==> config.mk <==
export PLATFORM = sky130hd
export DESIGN_NAME = sgm_cfg
export DESIGN_NICKNAME = d
export VERILOG_FILES = /design/src/hdl/sgm_pkg.sv /design/src/hdl/sgm_cfg.sv
export SDC_FILE = /design/constraint.sdc
export NUM_CORES = 1
export LEC_CHECK = 0
export BUFFER_PORTS_ARGS = -buffer_cell sky130_fd_sc_hd__buf_2
export CAP_MARGIN = 25
export CORE_MARGIN = 2
export CORE_UTILIZATION = 37
export DETAILED_ROUTE_END_ITERATION = 7
export HOLD_SLACK_MARGIN = 0.03
export PLACE_DENSITY = 0.79
export SLEW_MARGIN = 20
export SYNTH_ARGS = -nofsm -noshare
export SYNTH_HDL_FRONTEND = slang
export SYNTH_SLANG_ARGS = --single-unit
==> constraint.sdc <==
create_clock -name clk -period 0.97 [get_ports clk]
set_input_delay 0.1455 -clock clk [delete_from_list [all_inputs] [get_ports clk]]
set_output_delay 0.1455 -clock clk [all_outputs]
set_load 0.01 [all_outputs]
==> src/hdl/sgm_pkg.sv <==
// ----------------------------------------------------------------------------
// sgm_pkg
// Shared types and constants for the per-channel spike/gap marker.
// ----------------------------------------------------------------------------
package sgm_pkg;

  localparam int NUM_CHANNELS_DEF = 256;
  localparam int CH_W             = 8;
  localparam int TIME_W           = 64;
  localparam int POS_W            = 32;
  localparam int CNT_W            = 32;
  localparam int EV_W             = 8;
  localparam int APB_AW           = 3;
  localparam int APB_DW           = 32;

  localparam logic [CNT_W-1:0] CNT_MAX = '1;

  // register indexes (paddr[2])
  localparam logic REG_SKIP_FLOOR = 1'b0;
  localparam logic REG_EXEMPT     = 1'b1;

  localparam logic [EV_W-1:0] EV_RESET = 8'hFF;

  typedef struct packed {
    logic [EV_W-1:0]   event_code;
    logic [CH_W-1:0]   channel;
    logic [TIME_W-1:0] time_value;
    logic [POS_W-1:0]  record_position;
    logic              end_of_trace;
  } sgm_in_t;

  typedef struct packed {
    logic              mark_valid;
    logic [POS_W-1:0]  bad_position;
    logic              was_skipped;
    logic [CNT_W-1:0]  outlier_count;
  } sgm_out_t;

  typedef struct packed {
    logic [EV_W-1:0] skip_event_floor;
    logic [EV_W-1:0] exempt_event;
  } sgm_cfg_t;

  // older_valid is only meaningful while the channel's middle valid flag is set
  typedef struct packed {
    logic              older_valid;
    logic [TIME_W-1:0] older_time;
    logic [TIME_W-1:0] middle_time;
    logic [POS_W-1:0]  middle_position;
  } sgm_hist_t;

  typedef struct packed {
    logic            en;
    logic [CH_W-1:0] addr;
    sgm_hist_t       data;
  } sgm_wr_t;

endpackage

==> src/hdl/sgm_cfg.sv <==
// ----------------------------------------------------------------------------
// sgm_cfg
// APB register file: skip event floor and exempt event code.
// ----------------------------------------------------------------------------
module sgm_cfg (
  input  logic                         clk,
  input  logic                         rst_n,
  input  logic                         psel,
  input  logic                         penable,
  input  logic                         pwrite,
  input  logic [sgm_pkg::APB_AW-1:0]   paddr,
  input  logic [sgm_pkg::APB_DW-1:0]   pwdata,
  output logic [sgm_pkg::APB_DW-1:0]   prdata,
  output logic                         pready,
  output sgm_pkg::sgm_cfg_t            cfg
);

  sgm_pkg::sgm_cfg_t cfg_r;
  sgm_pkg::sgm_cfg_t cfg_nxt;
  logic              reg_idx;
  logic              wr_en;

  assign pready  = 1'b1;
  assign reg_idx = paddr[2];
  assign wr_en   = psel && penable && pwrite;
  assign cfg     = cfg_r;

  always_comb begin
    cfg_nxt = cfg_r;
    if (wr_en) begin
      unique case (reg_idx)
        sgm_pkg::REG_SKIP_FLOOR: cfg_nxt.skip_event_floor = pwdata[sgm_pkg::EV_W-1:0];
        sgm_pkg::REG_EXEMPT:     cfg_nxt.exempt_event     = pwdata[sgm_pkg::EV_W-1:0];
        default:                 cfg_nxt = cfg_r;
      endcase
    end
  end

  always_comb begin
    unique case (reg_idx)
      sgm_pkg::REG_SKIP_FLOOR: prdata = {{(sgm_pkg::APB_DW-sgm_pkg::EV_W){1'b0}},
                                         cfg_r.skip_event_floor};
      sgm_pkg::REG_EXEMPT:     prdata = {{(sgm_pkg::APB_DW-sgm_pkg::EV_W){1'b0}},
                                         cfg_r.exempt_event};
      default:                 prdata = '0;
    endcase
  end

  always_ff @(posedge clk) begin
    if (!rst_n) begin
      cfg_r.skip_event_floor <= sgm_pkg::EV_RESET;
      cfg_r.exempt_event     <= sgm_pkg::EV_RESET;
    end else begin
      cfg_r <= cfg_nxt;
    end
  end

endmodule

# Word-level counts from Yosys, hierarchy flattened
# Cells that the tools add are included.
[word_totals]
ff_bits = 16
latch_bits = 0
mem_bits_rw = 0
romBits = 0
in_bits = 40
output_inout_bits = 49
elab_cells = 8
memories = 0
[classes]
add_sub_neg = 0
multipliers = 0
div_mod_pow = 0
order_cmp = 0
eq_ne = 0
n_shift = 0
muxes = 1
bitwise = 1
n_reduce_logical = 4
[ops]
columns = ["operator", "n"]
rows = [
  ["one-hot mux 32 bit (2 select lines)", 1],
  ["AND reduction 2 bit", 2],
  ["logical AND 1 bit", 2],
  ["inverter 1 bit", 1],
]

# Longest topological paths before layout
# Gate-level depths: netlist of the first run.
[depth]
depth_word = 3
depth_mapped = 3
ltp_nobuf = 2

# Worst setup path after synthesis of the first run
# OpenSTA, ideal clock, no wires.
[synth_timing]
path_type = "reg-to-output"
startpoint = "reg cfg_r (netlist bit cfg[0])"
endpoint = "out prdata[0] in the netlist's numbering"
arrival_time_ns = 0.618
required_ns = 0.824
setup_slack_ns = 0.207
path_stages_with_launch = 2
n_path_buf = 0
cell_sequence = "dfxtp_1 mux2_2"
[synth_between]
elab_chain_cells = 1
[synth_rtl]
columns = ["element", "line", "rtl"]
rows = [
  ["start: declaration", "sgm_cfg.sv:18", "sgm_pkg::sgm_cfg_t cfg_r;"],
  ["start signal: assignment", "sgm_cfg.sv:54", "cfg_r <= cfg_nxt;"],
  ["one-hot mux 32 bit (2 select lines)", "sgm_cfg.sv:40", "unique case (reg_idx)"],
  ["end: declaration", "sgm_cfg.sv:13", "output logic [sgm_pkg::APB_DW-1:0] prdata,"],
]
# No other way between the ends. The select of a mux whose other input is x is not followed.

# Worst setup path after layout of the first run
[layout_timing]
startpoint = "reg cfg_r (netlist bit cfg[3])"
endpoint = "out prdata[3] in the netlist's numbering"
# The elaborated chain is that of the path after synthesis.

==> results.yml, run 1 <==
setup_path:
  cp_max_fo: 2
  slowest_stage: "dfxtp_2"
  r2r-start: "cfg[4]"
  crit_type: "reg2out"
  critical-path-top-delay-family: "flip-flops"
  critPathMaxStageDelay_ns: 0.33
  cp.depth: 2
  crit_end: "prdata[3]"
  cp-end-kind: "output pin"
  cp_data_arrival_time_ns: 1.00
  critPathBufInv: 1
  worstPathCellList: "mux2_2, buf_6"
  cp_data_required_time_ns: 0.82
  crit_path_start: "cfg[3]"
  ff2ff_path_depth: 4
  rrSetupSlack_ns: 0.12
  startpoint_type: "register"
  r2r_end: "cfg[4]"
route:
  route.detailed.drc: 0
  totalWireLength_mm: 2.13
  drtAntennaViolNets: 0
  wl_per_cell_um: 12.0
  avgViaCountPerCell: 4.31
  drt_iter0_drc: 1
  vias: 768
  first_pass_iters: 2
floorplan:
  die_w_um: 56.0
  pin_count: 89
  initial_core_util_pct: 39.7
  core_area_sq_um: 2520
  die-area_sq_um: 3140
  num_rows: 18
  die_h_um: 56.0
pwr:
  p_int_uw: 946
  power_leakage_nw: 0.673
  pwr-share-comb_pct: 20.6
  powerDensity_nw_per_um2: 897
  p_clk_share_pct: 26.0
  switching_share_pct: 26.2
  worst_ir_drop_vdd_mv: 0.755
  switching_power_uw: 335
  pwr-share-seq_pct: 53.4
timing:
  finalSetupTns_ns: -1.38
  layout_setup_ws_ns: -0.172
  fin_crit_sh_pct: 118
  finalSetupViolations: 12
  fin_crit_ns: 1.14
  rsz0062_at_grt: "yes"
  hold_violations: 0
  slew_violations: 0
  fmax_mhz: 876
  final.setup_skew_ns: 0
global_routing:
  grt_max_degree: 25
  grt_pass1_wl_mm: 3.43
  antenna_found_initial: 0
  track_usage_pct: 13.8
  overflow: 0
  grt_pass1_vias: 755
yosys:
  synth_seq_area_share_pct: 32.0
  synth_warnings: 0
  ys_types: 13
  syn_inst: 99
  syn_area_sq_um: 1000
  avgSynthCellArea_sq_um: 10.1
  synth-seq-cells: 16
  yosysTopAreaCell: "dfxtp_1"
  synth_area_leaders: "dfxtp_1, buf_4, mux2i_1, nor2b_1, mux2_2"
  yosys.area.top_type_share_pct: 32.0
clock_network:
  cts_root_buf: "clkbuf_4"
  cts_tree: "yes"
  hold_buffers: 0
  clkLatencyLatePin_ns: 0.27
  clock-sinks: 16
  cts_buffers: 3
  clk_pin_slew_ns: 0.09
  cts_buffer_depth: 2
  h-tree-depth: 1
placement:
  post-place-cells: 161
  dpl.hpwl_mm: 1.40
  place_congestion: 0.691
  portBuffers: 37
  pre_cts_ws_ns: -0.136
finish:
  final_cell_mix: "buf_6, conb_1, nor2b_1"
  area_growth_pct: 42.6
  fillCellCount: 233
  utilization_pct: 56.6
  drive_gt1_share_pct: 54.7
  layout.cells.non_filler: 178
  diodes: 0
  largest_reg_flops: 16
  final_common_cell: "buf_6"
  nNetsFinal: 190
job:
  max-cap-violations: 0
min_path:
  min_path_type: "in2reg"
status:
  status: "finished, violations left"
  violations: "setup timing"
==> layout make-up <==
class | count | area (sq um) | area share, %
well taps | 30 | 37.5 | 2.63
repair buffers | 52 | 467 | 32.7
clock buffers | 3 | 22.5 | 1.58
multi-input cells | 77 | 561 | 39.3
flip-flops and latches | 16 | 340 | 23.8
==> how the worst min path moves through the flow <==
stage / slack, ns / from / cells after the start / endpoint
after detailed placement: 0.43 / pwdata[1] / 3 / cfg[9]
after global placement: 0.41 / pwdata[1] / 3 / cfg[9]
after global routing: 0.15 / pwdata[3] / 3 / cfg[11]
final: 0.15 / pwdata[1] / 3 / cfg[9]
after CTS: 0.15 / pwdata[1] / 3 / cfg[9]
after floorplan: 0.32 / pwdata[2] / 2 / cfg[10]
==> power groups by stage <==
stage	Combinational, mW	Sequential, mW	Clock [mW]
detailed placement	0.207	0.696	0
finish	0.263	0.684	0.334
CTS	0.251	0.683	0.337
global route	0.285	0.687	0.378
floorplan	0.207	0.703	0
global placement	0.201	0.696	0
==> routing by layer <==
layer / track usage, % / vias to the layer above / share of wire, % / routed length [um]
met4: 2.04 / 0 / 0 / 0
met3: 3.72 / 0 / 7.6 / 161
met1: 16.9 / 356 / 41 / 868
li1: - / 374 / - / -
met2: 24.4 / 38 / 52 / 1100
met5: 0 / - / 0 / 0
==> tightest hold or removal path, cell delays in order <==
cell and delay, ns:
buf_2 0.08, nor2b_1 0.05, mux2i_1 0.11
==> repair_timing <==
action | CTS | global route
resized for setup | 41 | 12
setup endpoints to repair | 8 | 20
setup buffers | 11 | 8
==> cell families after synthesis <==
group | after synthesis | share of synthesized area, %
buffers and inverters | 29 | 21.8
flip-flops | 16 | 32.0
AND/OR/NAND/NOR | 28 | 20.5
other | 2 | 0.750
multiplexers | 24 | 25.0
==> cells in the mapped netlist <==
cell type  count
clkbuf_1       2
nor2b_1       20
nand4_1        1
and4b_2        1
and2b_1        4
conb_1         2
and4_1         1
mux2i_1       16
buf_4         25
buf_6          2
mux2_2         8
nand4b_4       1
dfxtp_1       16
==> metrics by stage <==
| stage | total power [mW] | cell area (sq um) | hold WS, ns |
|---|---|---|---|
| final | 1.28 | 1430 | 0.146 |
| after global routing | 1.35 | 1430 | 0.145 |
| after CTS | 1.27 | 1380 | 0.147 |
| after detailed placement | 0.903 | 1110 | 0.426 |
| after global placement | 0.897 | 1110 | 0.406 |
| after floorplan | 0.910 | 1090 | 0.316 |
No activity file was read; power rests on OpenSTA's default activity.
==> inputs of run 2 (changes only) <==
- ABC_AREA: unset -> 1
- CORE_UTILIZATION: 37 -> 35
==> run 2 against run 1 <==
The flow still finishes with violations (setup timing). Die area fell by 4.4%. Non-clock buffer count fell by 9. Sequential power rose by 3%. Global-route usage rose by 0.46 points. Via count rose by 11%. Hold slack got worse by 0.024 ns. Area after synthesis fell by 9.9%. Synthesized cell count rose by 28%. Clock skew did not move. Critical endpoint is now prdata[1]. Largest cell class unchanged.
==> results.yml, run 2 <==
route:
  totalWireLength_mm: 1.98
  wl_per_cell_um: 10.2
  vias: 856
  drtAntennaViolNets: 0
  first_pass_iters: 4
  drt_iter0_drc: 15
  avgViaCountPerCell: 4.39
  route.detailed.drc: 0
setup_path:
  cp_max_fo: 3
  rrSetupSlack_ns: 0.29
  cp-end-kind: "output pin"
  startpoint_type: "register"
  cp_data_arrival_time_ns: 0.86
  cp_common_cell: "nand2_1"
  worstPathCellList: "nand2_1, nand2_1, buf_2"
  slowest_stage: "dfxtp_2"
  cp_data_required_time_ns: 0.82
  critPathMaxStageDelay_ns: 0.35
  crit_type: "reg2out"
pwr:
  powerDensity_nw_per_um2: 1210
  power_leakage_nw: 0.594
  total_power_mw: 1.33
  worst_ir_drop_vdd_mv: 0.515
floorplan:
  die_w_um: 54.8
  pin_count: 89
  num_rows: 18
  die_h_um: 54.8
  core_area_sq_um: 2450
  die-area_sq_um: 3000
  initial_core_util_pct: 36.7
yosys:
  yosys.area.top_type_share_pct: 35.5
  synth_fa_ha_area_share_pct: 0
  yosysTopAreaCell: "dfxtp_1"
  synth_warnings: 0
  syn_area_sq_um: 902
  async_flop_share_pct: 0
  ys_types: 12
  yosysMostFrequentCell: "nand2_1"
  synth_top_family_by_area: "simple AND/OR/NAND/NOR gates"
  synth_edf_count: 0
  synth_mux_area_share_pct: 0
  syn_inst: 127
  synth_ff_type: "dfxtp_1"
  synthSimpleGateAreaFrac_pct: 38.1
  synth_area_leaders: "dfxtp_1, buf_4, nand3_1, nand2_1, buf_2"
  avgSynthCellArea_sq_um: 7.10
  synth_compound_gate_area_share_pct: 0
  ys_top_cells_by_count: "nand2_1, nand3_1, buf_4"
  synth-seq-cells: 16
  synth_xor_area_share_pct: 0
  synth_seq_area_share_pct: 35.5
global_routing:
  overflow: 0
  grt_pass1_vias: 723
  grt_pass1_wl_mm: 3.02
  grt_max_degree: 17
  antenna_found_initial: 0
  track_usage_pct: 14.2
timing:
  final.setup_skew_ns: 0
  fin_crit_ns: 1.00
  slew_violations: 0
  fmax_mhz: 995
  fin_crit_sh_pct: 104
  layout_setup_ws_ns: -0.0349
  hold_violations: 0
  finalSetupViolations: 8
  finalSetupTns_ns: -0.129
  rsz0062_at_grt: "yes"
placement:
  place_congestion: 0.658
  dpl.hpwl_mm: 1.44
  post-place-cells: 191
  portBuffers: 37
  placed_area_sq_um: 1030
finish:
  drive_gt1_share_pct: 40.6
  diodes: 0
  largest_reg_flops: 16
  layout.cells.non_filler: 195
  fillCellCount: 267
  multiInputGateArea_sq_um: 440
  final_cell_mix: "nand2_1, buf_2, nand3_1"
  utilization_pct: 44.4
  final_common_cell: "nand2_1"
  postLayoutCellArea_sq_um: 1090
  regArea_sq_um: 340
  nNetsFinal: 207
  area_growth_pct: 20.9
clock_network:
  hold_buffers: 0
  clock-sinks: 16
  h-tree-depth: 1
  clk_pin_slew_ns: 0.09
  cts_root_buf: "clkbuf_4"
  cts_buffer_depth: 2
  cts_tree: "yes"
  clkLatencyLatePin_ns: 0.28
  cts_buffers: 3
job:
  max-cap-violations: 0
min_path:
  min_path_type: "in2reg"
status:
  violations: "setup timing"
  status: "finished, violations left"
run 2: cell count changes after synthesis, sizes merged, moves of 8 or more:
| cell | change |
|---|---|
| mux2 | -8 |
| nor2b | -20 |
| nand2 | +41 |
| mux2i | -16 |
| nand3 | +32 |
run 2: metal layers:
layer / vias up / track usage [%] / wire (um)
met1: 380 / 14.7 / 813
met5: - / 0 / 0
met2: 37 / 27.0 / 1010
met3: 2 / 1.37 / 132
met4: 0 / 8.75 / 26
li1: 437 / - / -
run 2: stage by stage:
step | hold WS [ns] | setup WS, ns
detailed placement | 0.407 | 0.0390
finish | 0.122 | -0.0349
global route | 0.125 | -0.0887
floorplan | 0.300 | 0.0913
CTS | 0.113 | -0.0375
global placement | 0.405 | 0.0522
run 2: final cells by class:
type	instances	share of cell area [%]
clock buffer	3	2.06
tap	30	3.44
sequential	16	31.2
inverter	2	0.688
multi-input combinational	101	40.4
timing repair buffer	43	22.2
run 2: kinds of logic (layout without fill, tap and decap cells):
family | Yosys count | after routing
buffers and inverters | 33 | 48
other | 2 | 25
AND/OR/NAND/NOR | 76 | 76
flip-flops | 16 | 16
run 2: final timing paths:
check,start,end,cells past startpoint
setup / recovery,cfg[1],prdata[1],3
hold reg to reg,cfg[0],cfg[0],2
setup reg to reg,cfg[8],cfg[8],3
hold / removal,pwdata[7],cfg[7],3
run 2: timing repair:
action | CTS | global route
pin swaps | 8 | 7
buffers inserted | 1 | 0
hold endpoints to repair | 0 | 0
endpoints found under the setup margin | 8 | 8
gates resized for setup | 16 | 3
run 2: worst max-delay path: cells and delay by family (launching register included):
kind / cells / cell delay [ns]
DFF: 1 / 0.35
buffers and inverters: 1 / 0.13
and+or+nand+nor: 2 / 0.11
run 2: power by group:
| part | internal [mW] | leakage [nW] | switching (mW) | total [mW] |
|---|---|---|---|---|
| Sequential | 0.685 | 0.124 | 0.0169 | 0.702 |
| Clock | 0.144 | 0.0138 | 0.195 | 0.338 |
| Combinational | 0.104 | 0.457 | 0.181 | 0.285 |
| Total | 0.933 | 0.594 | 0.393 | 1.33 |
