### src/hdl/sgm_pkg.sv
// ----------------------------------------------------------------------------
// sgm_pkg
// Shared types and constants for the per-channel spike/gap marker.
// ----------------------------------------------------------------------------
package sgm_pkg;

  localparam int NUM_CHANNELS_DEF = 256;
  localparam int CH_W             = 8;
  localparam int TIME_W           = 64;
  localparam int POS_W            = 32;
  localparam int CNT_W            = 32;
  localparam int EV_W             = 8;
  localparam int APB_AW           = 3;
  localparam int APB_DW           = 32;

  localparam logic [CNT_W-1:0] CNT_MAX = '1;

  // register indexes (paddr[2])
  localparam logic REG_SKIP_FLOOR = 1'b0;
  localparam logic REG_EXEMPT     = 1'b1;

  localparam logic [EV_W-1:0] EV_RESET = 8'hFF;

  typedef struct packed {
    logic [EV_W-1:0]   event_code;
    logic [CH_W-1:0]   channel;
    logic [TIME_W-1:0] time_value;
    logic [POS_W-1:0]  record_position;
    logic              end_of_trace;
  } sgm_in_t;

  typedef struct packed {
    logic              mark_valid;
    logic [POS_W-1:0]  bad_position;
    logic              was_skipped;
    logic [CNT_W-1:0]  outlier_count;
  } sgm_out_t;

  typedef struct packed {
    logic [EV_W-1:0] skip_event_floor;
    logic [EV_W-1:0] exempt_event;
  } sgm_cfg_t;

  // older_valid is only meaningful while the channel's middle valid flag is set
  typedef struct packed {
    logic              older_valid;
    logic [TIME_W-1:0] older_time;
    logic [TIME_W-1:0] middle_time;
    logic [POS_W-1:0]  middle_position;
  } sgm_hist_t;

  typedef struct packed {
    logic            en;
    logic [CH_W-1:0] addr;
    sgm_hist_t       data;
  } sgm_wr_t;

endpackage

### src/hdl/sgm_core.sv
// ----------------------------------------------------------------------------
// sgm_core
// Check stage: valid bits, write forwarding, spike/gap test, outlier count,
// result register.
// ----------------------------------------------------------------------------
module sgm_core #(
  parameter int NUM_CHANNELS = sgm_pkg::NUM_CHANNELS_DEF
) (
  input  logic                clk,
  input  logic                rst_n,
  input  sgm_pkg::sgm_cfg_t   cfg,
  input  logic                s1_valid,
  input  sgm_pkg::sgm_in_t    s1_item,
  input  sgm_pkg::sgm_hist_t  rd_data,
  output logic                s1_advance,
  output sgm_pkg::sgm_wr_t    wr,
  output logic                out_valid,
  input  logic                out_stall,
  output sgm_pkg::sgm_out_t   out_data
);

  localparam int IDX_W = (NUM_CHANNELS > 1) ? $clog2(NUM_CHANNELS) : 1;
  localparam logic [sgm_pkg::CH_W:0] NCH = (sgm_pkg::CH_W+1)'(NUM_CHANNELS);

  logic [NUM_CHANNELS-1:0]       middle_valid_r;
  logic                          fwd_valid_r;
  logic [sgm_pkg::CH_W-1:0]      fwd_ch_r;
  sgm_pkg::sgm_hist_t            fwd_data_r;
  logic [sgm_pkg::CNT_W-1:0]     count_r;
  logic [sgm_pkg::CNT_W-1:0]     count_nxt;
  logic                          out_valid_r;
  sgm_pkg::sgm_out_t             out_data_r;

  logic                          ch_ok;
  logic                          skipped;
  logic [IDX_W-1:0]              idx;
  logic                          ov;
  logic                          mv;
  sgm_pkg::sgm_hist_t            hist;
  logic [sgm_pkg::TIME_W-1:0]    p_t;
  logic [sgm_pkg::TIME_W-1:0]    m_t;
  logic [sgm_pkg::TIME_W-1:0]    n_t;
  logic                          outlier;
  sgm_pkg::sgm_hist_t            hist_nxt;

  assign s1_advance = s1_valid && (!out_valid_r || !out_stall);
  assign out_valid  = out_valid_r;
  assign out_data   = out_data_r;

  assign ch_ok    = {1'b0, s1_item.channel} < NCH;
  assign skipped  = (s1_item.event_code >= cfg.skip_event_floor)
                 || (s1_item.event_code == cfg.exempt_event) || !ch_ok;
  assign idx      = s1_item.channel[IDX_W-1:0];

  // last write may not be visible in the registered read yet
  assign hist = (fwd_valid_r && fwd_ch_r == s1_item.channel) ? fwd_data_r : rd_data;
  assign mv   = ch_ok && middle_valid_r[idx];
  assign ov   = mv && hist.older_valid;
  assign p_t  = hist.older_time;
  assign m_t  = hist.middle_time;
  assign n_t  = s1_item.time_value;

  assign outlier = ov && mv && (p_t < n_t)
                && (((p_t < m_t) && (m_t >= n_t)) || ((p_t >= m_t) && (m_t < n_t)))
                && !skipped;

  always_comb begin
    hist_nxt.older_valid     = outlier ? ov : mv;
    hist_nxt.older_time      = outlier ? p_t : m_t;
    hist_nxt.middle_time     = n_t;
    hist_nxt.middle_position = s1_item.record_position;
  end

  always_comb begin
    count_nxt = count_r;
    if (outlier && count_r != sgm_pkg::CNT_MAX) begin
      count_nxt = count_r + 1'b1;
    end
  end

  always_comb begin
    wr.en   = s1_advance && !skipped;
    wr.addr = s1_item.channel;
    wr.data = hist_nxt;
  end

  always_ff @(posedge clk) begin
    if (!rst_n) begin
      middle_valid_r <= '0;
    end else if (s1_advance) begin
      if (s1_item.end_of_trace) begin
        middle_valid_r <= '0;
      end else if (!skipped) begin
        middle_valid_r[idx] <= 1'b1;
      end
    end
  end

  always_ff @(posedge clk) begin
    if (!rst_n) begin
      fwd_valid_r <= 1'b0;
      count_r     <= '0;
      out_valid_r <= 1'b0;
    end else begin
      if (s1_advance) begin
        fwd_valid_r <= !skipped;
        count_r     <= count_nxt;
        out_valid_r <= 1'b1;
      end else if (!out_stall) begin
        out_valid_r <= 1'b0;
      end
    end
  end

  always_ff @(posedge clk) begin
    if (s1_advance) begin
      fwd_ch_r                 <= s1_item.channel;
      fwd_data_r               <= hist_nxt;
      out_data_r.mark_valid    <= outlier;
      out_data_r.bad_position  <= outlier ? hist.middle_position : '0;
      out_data_r.was_skipped   <= skipped;
      out_data_r.outlier_count <= count_nxt;
    end
  end

endmodule

### config.mk
export PLATFORM = sky130hd
export DESIGN_NAME = sgm_core
export DESIGN_NICKNAME = d
export VERILOG_FILES = /design/src/hdl/sgm_pkg.sv /design/src/hdl/sgm_core.sv
export SDC_FILE = /design/constraint.sdc
export NUM_CORES = 1
export LEC_CHECK = 0
export ABC_CLOCK_PERIOD_IN_PS = 21500
export BUFFER_PORTS_ARGS = -buffer_cell sky130_fd_sc_hd__buf_2
export CORE_MARGIN = 2
export CORE_UTILIZATION = 35
export CTS_BUF_LIST = sky130_fd_sc_hd__clkbuf_8
export DETAILED_ROUTE_END_ITERATION = 16
export GPL_ROUTABILITY_DRIVEN = 0
export SYNTH_ARGS = -nofsm -noshare
export SYNTH_HDL_FRONTEND = slang
export SYNTH_SLANG_ARGS = --single-unit
### constraint.sdc
create_clock -name clk -period 21.5 [get_ports clk]
set_input_delay 1.075 -clock clk [delete_from_list [all_inputs] [get_ports clk]]
set_output_delay 1.075 -clock clk [all_outputs]
set_load 0.05 [all_outputs]
# After elaboration in Yosys (flattened, before gate mapping)
# Index checks and enable logic that the tools add are counted.
# word_totals
in_bits	294
reg_bits	525
output_inout_bits	238
# classes
n_reduce_logical	19
bitwise_logic	1
n_mux	12
n_eq_ne	5
add_sub_neg	1
magnitude_cmp	8
# ops
cell	n
256-bit 2-to-1 mux	2
256-bit bitwise OR	1
64-bit < comparator	3
161-bit 2-to-1 mux	1
64-bit >= comparator	2
64-bit 2-to-1 mux	1
32-bit by 1-bit adder with 32-bit output, second input constant	1
32-bit 2-to-1 mux	1
32-bit != test, second input constant	1
8-bit equality test	2
1-bit logical AND	12
8-bit by 9-bit < comparator with 1-bit output, second input constant	1
1-bit binary-select mux with 8-bit select	1
1-bit demux with 8-bit select	1
8-bit by 1-bit >= comparator with 1-bit output, second input constant	1
8-bit >= comparator	1
1-bit 2-to-1 mux	5
2-bit != test, second input constant	2
1-bit logical NOT	3
1-bit logical OR	3
2-bit AND reduction	1

# Depth between registers and ports, before layout
# Gate-level depths: netlist of the first run.
# logic_depth
ltp_word	10
mapped_depth	24
depth_no_buf	17

# Worst setup path before layout of the first run
# Ideal clock, no wire load.
# synth_timing
kind	in2reg
start	input out_stall
end	register middle_valid_r[10]
setup_time_ps	65
cell_stages	9
slack_ps	11225
arrival_time_ps	10210
required_ps	21435
path_cell_list	nand2_1 nand2_1 inv_1 clkbuf_1 nand2_1 nor2_1 clkbuf_1 a21oi_1 nor2_1
# synth_between
elab_chain_cells	4
# synth_lines
element	line	text
start: declaration	sgm_core.sv:18	input logic out_stall,
1-bit logical NOT	--	
1-bit logical OR	sgm_core.sv:46	assign s1_advance = s1_valid && (!out_valid_r || !out_stall);
1-bit logical AND	sgm_core.sv:46	
net s1_advance	sgm_core.sv:15	output logic s1_advance,
2-bit AND reduction (no line)	--	
end signal: assignment	sgm_core.sv:89	middle_valid_r <= '0;
end signal: assignment	sgm_core.sv:92	middle_valid_r <= '0;
end signal: indexed assignment	sgm_core.sv:94	middle_valid_r[idx] <= 1'b1;
end: declaration	sgm_core.sv:25	logic [NUM_CHANNELS-1:0] middle_valid_r;
# The timed path passes the listed nets, and every way through them passes these cells.
# A chain may end at the register's enable or synchronous reset.

==> out/results.tsv, run 1 <==
metric	value	unit
clock-sinks	525	
pin_count	532	
hold_viol_final	0	
die_w	286	µm
initial_core_util	0.353	
routedWlPerCell	20.2	µm
yosysSeqAreaShare	0.462	
timing.final.crit_share	0.498	
yosys.area.top_type_share	0.254	
cp.arrival	9.63	ns
synth_area	27800	µm²
regToRegSetupSlack	12.74	ns
finalSetupViolCount	0	
whs_path_depth	2	
first_pass_iters	5	
relSlewSlack	0.155	
synth_flop_cell	dfxtp_1	
post-synth-top-area-cell	edfxtp_1	
rsz0062_at_grt	false	
avgSynthCellArea	9.58	µm²
htreeDepth	3	
final_net_count	3792	
p_leak	14.2	nW
clock-root-buffer	clkbuf_8	
reg2regPathDepth	21	
postCtsSetupRepairBufs	0	
maxSlewViolCount	0	
cts_tree	yes	
grt_max_degree	115	
hpwl	64.6	mm
critPathRequiredTime	20.43	ns
start_kind	primary input	
port_buffers	531	
final_util	0.414	
syn-num-nets	3395	
synthTopCellsByArea	edfxtp_1 (25%), dfxtp_1 (21%), ha_1 (8.8%)	
yosys_warnings	0	
crit_path_max_fanout	97	
status	finished, final reports clean	
syn_inst	2905	
clock_latency	0.71	ns
clock_skew	0.0550	ns
critical_path_class	primary input to primary output	
wl	89.7	mm
vdd_drop_max	0.0557	mV
rows	103	
grt_antenna_before_repair	13	
r2r-start	fwd_ch_r[0]$_DFFE_PP_	
cts_hold_buffers	0	
synth_edf_count	235	
clk_path_buf_depth	3	
endpoint_kind	primary output	
grt_pass1_vias	22200	
area_delta_synth_final	17.3	%
vias_per_cell	5.18	
drc	0	
timing.fmax	0.0934	GHz
final_common_cell	buf_2	
grt_pass1_wl	133	mm
die_h	286	µm
async_reset_ff_frac	0	
cts_resized	0	
reg2reg_to	out_data[1]$_DFFE_PP_	
tightest_slew	1.27	ns
whs_endpoint	middle_valid_r[182]$_SDFFE_PN0P_	
drive_above_1_share	0.236	
final_cell_mix	buf_2 (529), a21oi_1 (412), nor2_1 (369)	
power.density	74.4	nW/µm²
yosysUniqueCellTypes	64	
grt_usage	0.212	
hold_class	flip-flop to flip-flop	
drt_iter0_drc	1795	
grt_overflow	0	
fin_crit	10.71	ns
cts_buffers	94	
die_area	81800	µm²
core-area	78900	µm²
cap_violations	0	
setup_tns	0	ns
path_clk_slew	0.05	ns
ys_ff_latch	525	
ant_nets	0	
hp-start	middle_valid_r[182]$_SDFFE_PN0P_	
via_count	23000	
## critical path, cell delays in order
cell,delay (ns)
buf_4,0.46
xnor2_1,0.17
and4_1,0.30
nand3_4,0.40
buf_4,0.92
buf_4,0.57
mux2i_1,0.39
inv_1,0.08
ha_1,0.30
nand4_1,0.19
nor4_1,0.53
nand2_1,0.18
or3_1,0.50
a2111o_1,0.37
nand4_1,0.11
a21boi_0,0.30
or3_4,0.82
buf_4,0.87
nor2_1,0.11
a21oi_1,0.44
buf_2,0.36
## Yosys cell counts, types with 32 or more instances
cell type and instances:
a21o_1 32, a21oi_1 412, buf_4 111, clkbuf_1 111
dfxtp_1 290, edfxtp_1 235, ha_1 196, inv_1 162
mux2i_1 88, mux4_2 64, nand2_1 326, nand3_1 37
nand4_1 66, nor2_1 381, o21ai_0 36, xnor2_1 42
## final cells by class
type	instances	area, µm²
Timing Repair Buffer	561	2900
Clock inverter	62	437
Antenna cell	4	10.0
Tap cell	1050	1310
Inverter	163	619
Fill cell	7853	46200
Sequential cell	525	12900
Clock buffer	112	1540
Multi-Input combinational cell	1957	13000
## how the worst max path moves through the flow
stage	slack (ns)	end	cells past startpoint	startpoint
after global placement	10.90	wr[159]	21	s1_item[97]
after floorplan	11.23	middle_valid_r[10]$_SDFFE_PN0P_	9	out_stall
final	10.79	wr[159]	21	s1_item[97]
after global routing	10.27	wr[159]	21	s1_item[97]
after detailed placement	10.76	wr[159]	21	s1_item[97]
after CTS	10.74	wr[159]	21	s1_item[97]
## routing by layer
metal	up-vias	GRT usage	part of all wire
li1	11000	-	-
met1	11000	0.272	0.42
met2	854	0.352	0.48
met3	172	0.0430	0.070
met4	12	0.0788	0.034
met5	-	0	0.00089
## state kept, by name, indices dropped and copies added (netlist names)
signal / cells
fwd_valid_r: 1
fwd_data_r: 161
out_valid: 1
middle_valid_r: 256
count_r: 32
out_data: 66
fwd_ch_r: 8
## per-stage QoR
step	instance area (µm²)	instances	setup WS (ns)	power (mW)	hold WS [ns]
2_1_floorplan	27800	2905	11.23	1.36	0.431
3_3_place_gp	30700	4256	10.90	1.47	0.442
3_5_place_dp	30700	4256	10.76	1.47	0.450
4_1_cts	32600	4430	10.74	2.45	0.464
5_1_grt	32700	4433	10.27	2.53	0.483
6_report	32700	4434	10.79	2.43	0.458
## logic make-up (layout without fill, tap and decap cells)
group | Yosys count | count (layout) | share of synthesized area
and+or+nand+nor | 949 | 949 | 0.149
xor gates and xnor gates | 54 | 54 | 0.0170
DFF | 525 | 525 | 0.462
muxes | 156 | 156 | 0.0850
buffers and inverters | 423 | 898 | 0.0742
adders and majority gates | 200 | 200 | 0.0895
other | 0 | 4 | 0
AOI/OAI and AO/OA | 598 | 598 | 0.123
## where the power goes
part	internal (mW)	total, mW	switching, mW
registers	1.08	1.08	0.00926
logic	0.101	0.365	0.264
clock network	0.537	0.981	0.444
total	1.71	2.43	0.716
Note: power is estimated with default switching activity, not from simulation.
==> run 2: changes to the inputs <==
ABC_AREA = 1   (was not set)
ABC_CLOCK_PERIOD_IN_PS = 9700   (was 21500)
clock period = 9.7 ns   (was 21.5 ns; I/O delays follow)
==> run 2 against run 1 <==
  * Flip-flop and latch count is the same
  * Global-route usage grew 1.5 points
  * Critical path depth grew 7
  * Critical endpoint is now wr[96]
  * Largest power group unchanged
  * Non-clock buffer count grew 108
  * Combinational power grew 150%
==> out/results.tsv, run 2 <==
metric	value	unit
critical_path_class	flip-flop to primary output	
drive_above_1_share	0.182	
yosys.area.top_type_share	0.235	
drc	0	
power.density	153	nW/µm²
drt_iter0_drc	2374	
vias_per_cell	4.98	
endpoint_kind	primary output	
final_util	0.420	
tightest_slew	1.26	ns
die_area	88200	µm²
regToRegSetupSlack	3.10	ns
ant_nets	0	
crit_path_max_fanout	150	
syn-num-nets	4436	
syn_inst	3946	
fin_hold_ws	0.0729	ns
area_delta_synth_final	19.0	%
synth_edf_count	235	
cp.arrival	7.42	ns
yosysUniqueCellTypes	43	
grt_overflow	0	
core-area	85100	µm²
die_h	297	µm
avgSynthCellArea	7.61	µm²
multi_input_area	13500	µm²
fin_crit	7.90	ns
yosys-top-cells-count	nand2_1 (947), inv_1 (536), a21oi_1 (409)	
grt_max_degree	257	
cp_common_cell	nand2_1	
critical-path-max-stage-delay	0.59	ns
htreeDepth	3	
grt_pass1_wl	157	mm
wl	104	mm
initial_core_util	0.353	
yosys_warnings	0	
critPathRequiredTime	9.22	ns
synth_area	30000	µm²
synthTopCellsByArea	edfxtp_1 (23%), dfxtp_1 (19%), nand2_1 (12%)	
port_buffers	531	
vdd_drop_max	0.0940	mV
path_clk_slew	0.06	ns
final_cell_mix	nand2_1 (945), inv_1 (566), buf_2 (530)	
die_w	297	µm
fin_ws	1.80	ns
clock-root-buffer	clkbuf_8	
yosysSeqAreaShare	0.428	
grt_antenna_before_repair	14	
rows	107	
final_net_count	4896	
grt_pass1_vias	26300	
first_pass_iters	5	
relSlewSlack	0.156	
hold_class	primary input to flip-flop	
cts_buffers	92	
cap_violations	0	
hpwl	72.0	mm
start_kind	flip-flop	
clock_skew	0.0491	ns
pin_count	532	
via_count	28000	
postCtsSetupRepairBufs	0	
timing.final.crit_share	0.815	
status	finished, final reports clean	
slowest_stage	and2_4	
seqCellArea	12900	µm²
grt_usage	0.227	
maxSlewViolCount	0	
rsz0062_at_grt	false	
clk_path_buf_depth	3	
timing.fmax	0.127	GHz
hold_viol_final	0	
post-synth-top-area-cell	edfxtp_1	
cts_tree	yes	
clock-sinks	525	
synth_flop_cell	dfxtp_1	
ys_ff_latch	525	
async_reset_ff_frac	0	
regMostFlops	middle_valid_r	
yosysMostFrequentCell	nand2_1	
nFillCells	8788	
p_leak	15.5	nW
routedWlPerCell	18.4	µm
clock_latency	0.71	ns
setup_tns	0	ns
cts_resized	0	
finalSetupViolCount	0	
final_common_cell	nand2_1	
largest_reg_flops	256	
place_ws	2.31	ns
## run 2: power by group
group | switching (mW) | internal [mW]
Sequential | 0.0287 | 2.40
Combinational | 0.661 | 0.241
Clock | 0.990 | 1.15
## run 2: critical path: cells and delay by family (launching register included)
kind | cells | cell delay (ns)
and+or+nand+nor | 19 | 3.11
AOI/OAI and AO/OA | 3 | 0.81
DFF | 1 | 0.40
buffers and inverters | 5 | 1.70
adders and majority gates | 1 | 0.36
## run 2: final cells by class
type | count | area share
multi-input combinational | 2571 | 0.378
sequential | 525 | 0.360
timing repair buffer | 669 | 0.110
inverter | 547 | 0.0577
clock buffer | 110 | 0.0424
tap | 1144 | 0.0400
clock inverter | 60 | 0.0114
antenna | 10 | 0.000700
## run 2: final timing paths
path / end / cells past startpoint / from
max reg2reg: fwd_data_r[96]$_DFFE_PP_ / 27 / fwd_ch_r[7]$_DFFE_PP_
max: wr[96] / 28 / fwd_ch_r[7]$_DFFE_PP_
min: fwd_data_r[94]$_DFFE_PP_ / 1 / s1_item[95]
min reg2reg: middle_valid_r[179]$_SDFFE_PN0P_ / 2 / middle_valid_r[179]$_SDFFE_PN0P_
## run 2: stage by stage
stage          cell area [µm²]  power [mW]  std cells
6_report                 35700        5.46       5636
5_1_grt                  35700        5.69       5631
4_1_cts                  35700        5.51       5626
2_1_floorplan            30000        3.08       3946
3_3_place_gp             32900        3.33       5370
3_5_place_dp             32900        3.34       5370
## run 2: what timing repair did
action,4_1_cts,5_1_grt
setup endpoints to repair,0,0
endpoints found under the hold margin,86,0
hold buffers,86,0
## run 2: cells by family (layout without fill, tap and decap cells)
kind of cell	Yosys count	count (layout)	synth area share
AO/OA/AOI/OAI	659	659	0.116
XOR/XNOR	35	35	0.0102
adder cells (fa/ha/maj)	196	196	0.0816
buffers and inverters	850	1386	0.123
flip-flops	525	525	0.428
other	0	10	0
AND/OR/NAND/NOR	1681	1681	0.241
## run 2: routing by layer
metal,up-vias,wire length [µm],GRT usage
li1,13800,-,-
met1,13000,45800,0.307
met2,1118,47300,0.365
met3,171,7710,0.0413
met4,8,2970,0.0730
met5,-,61,0
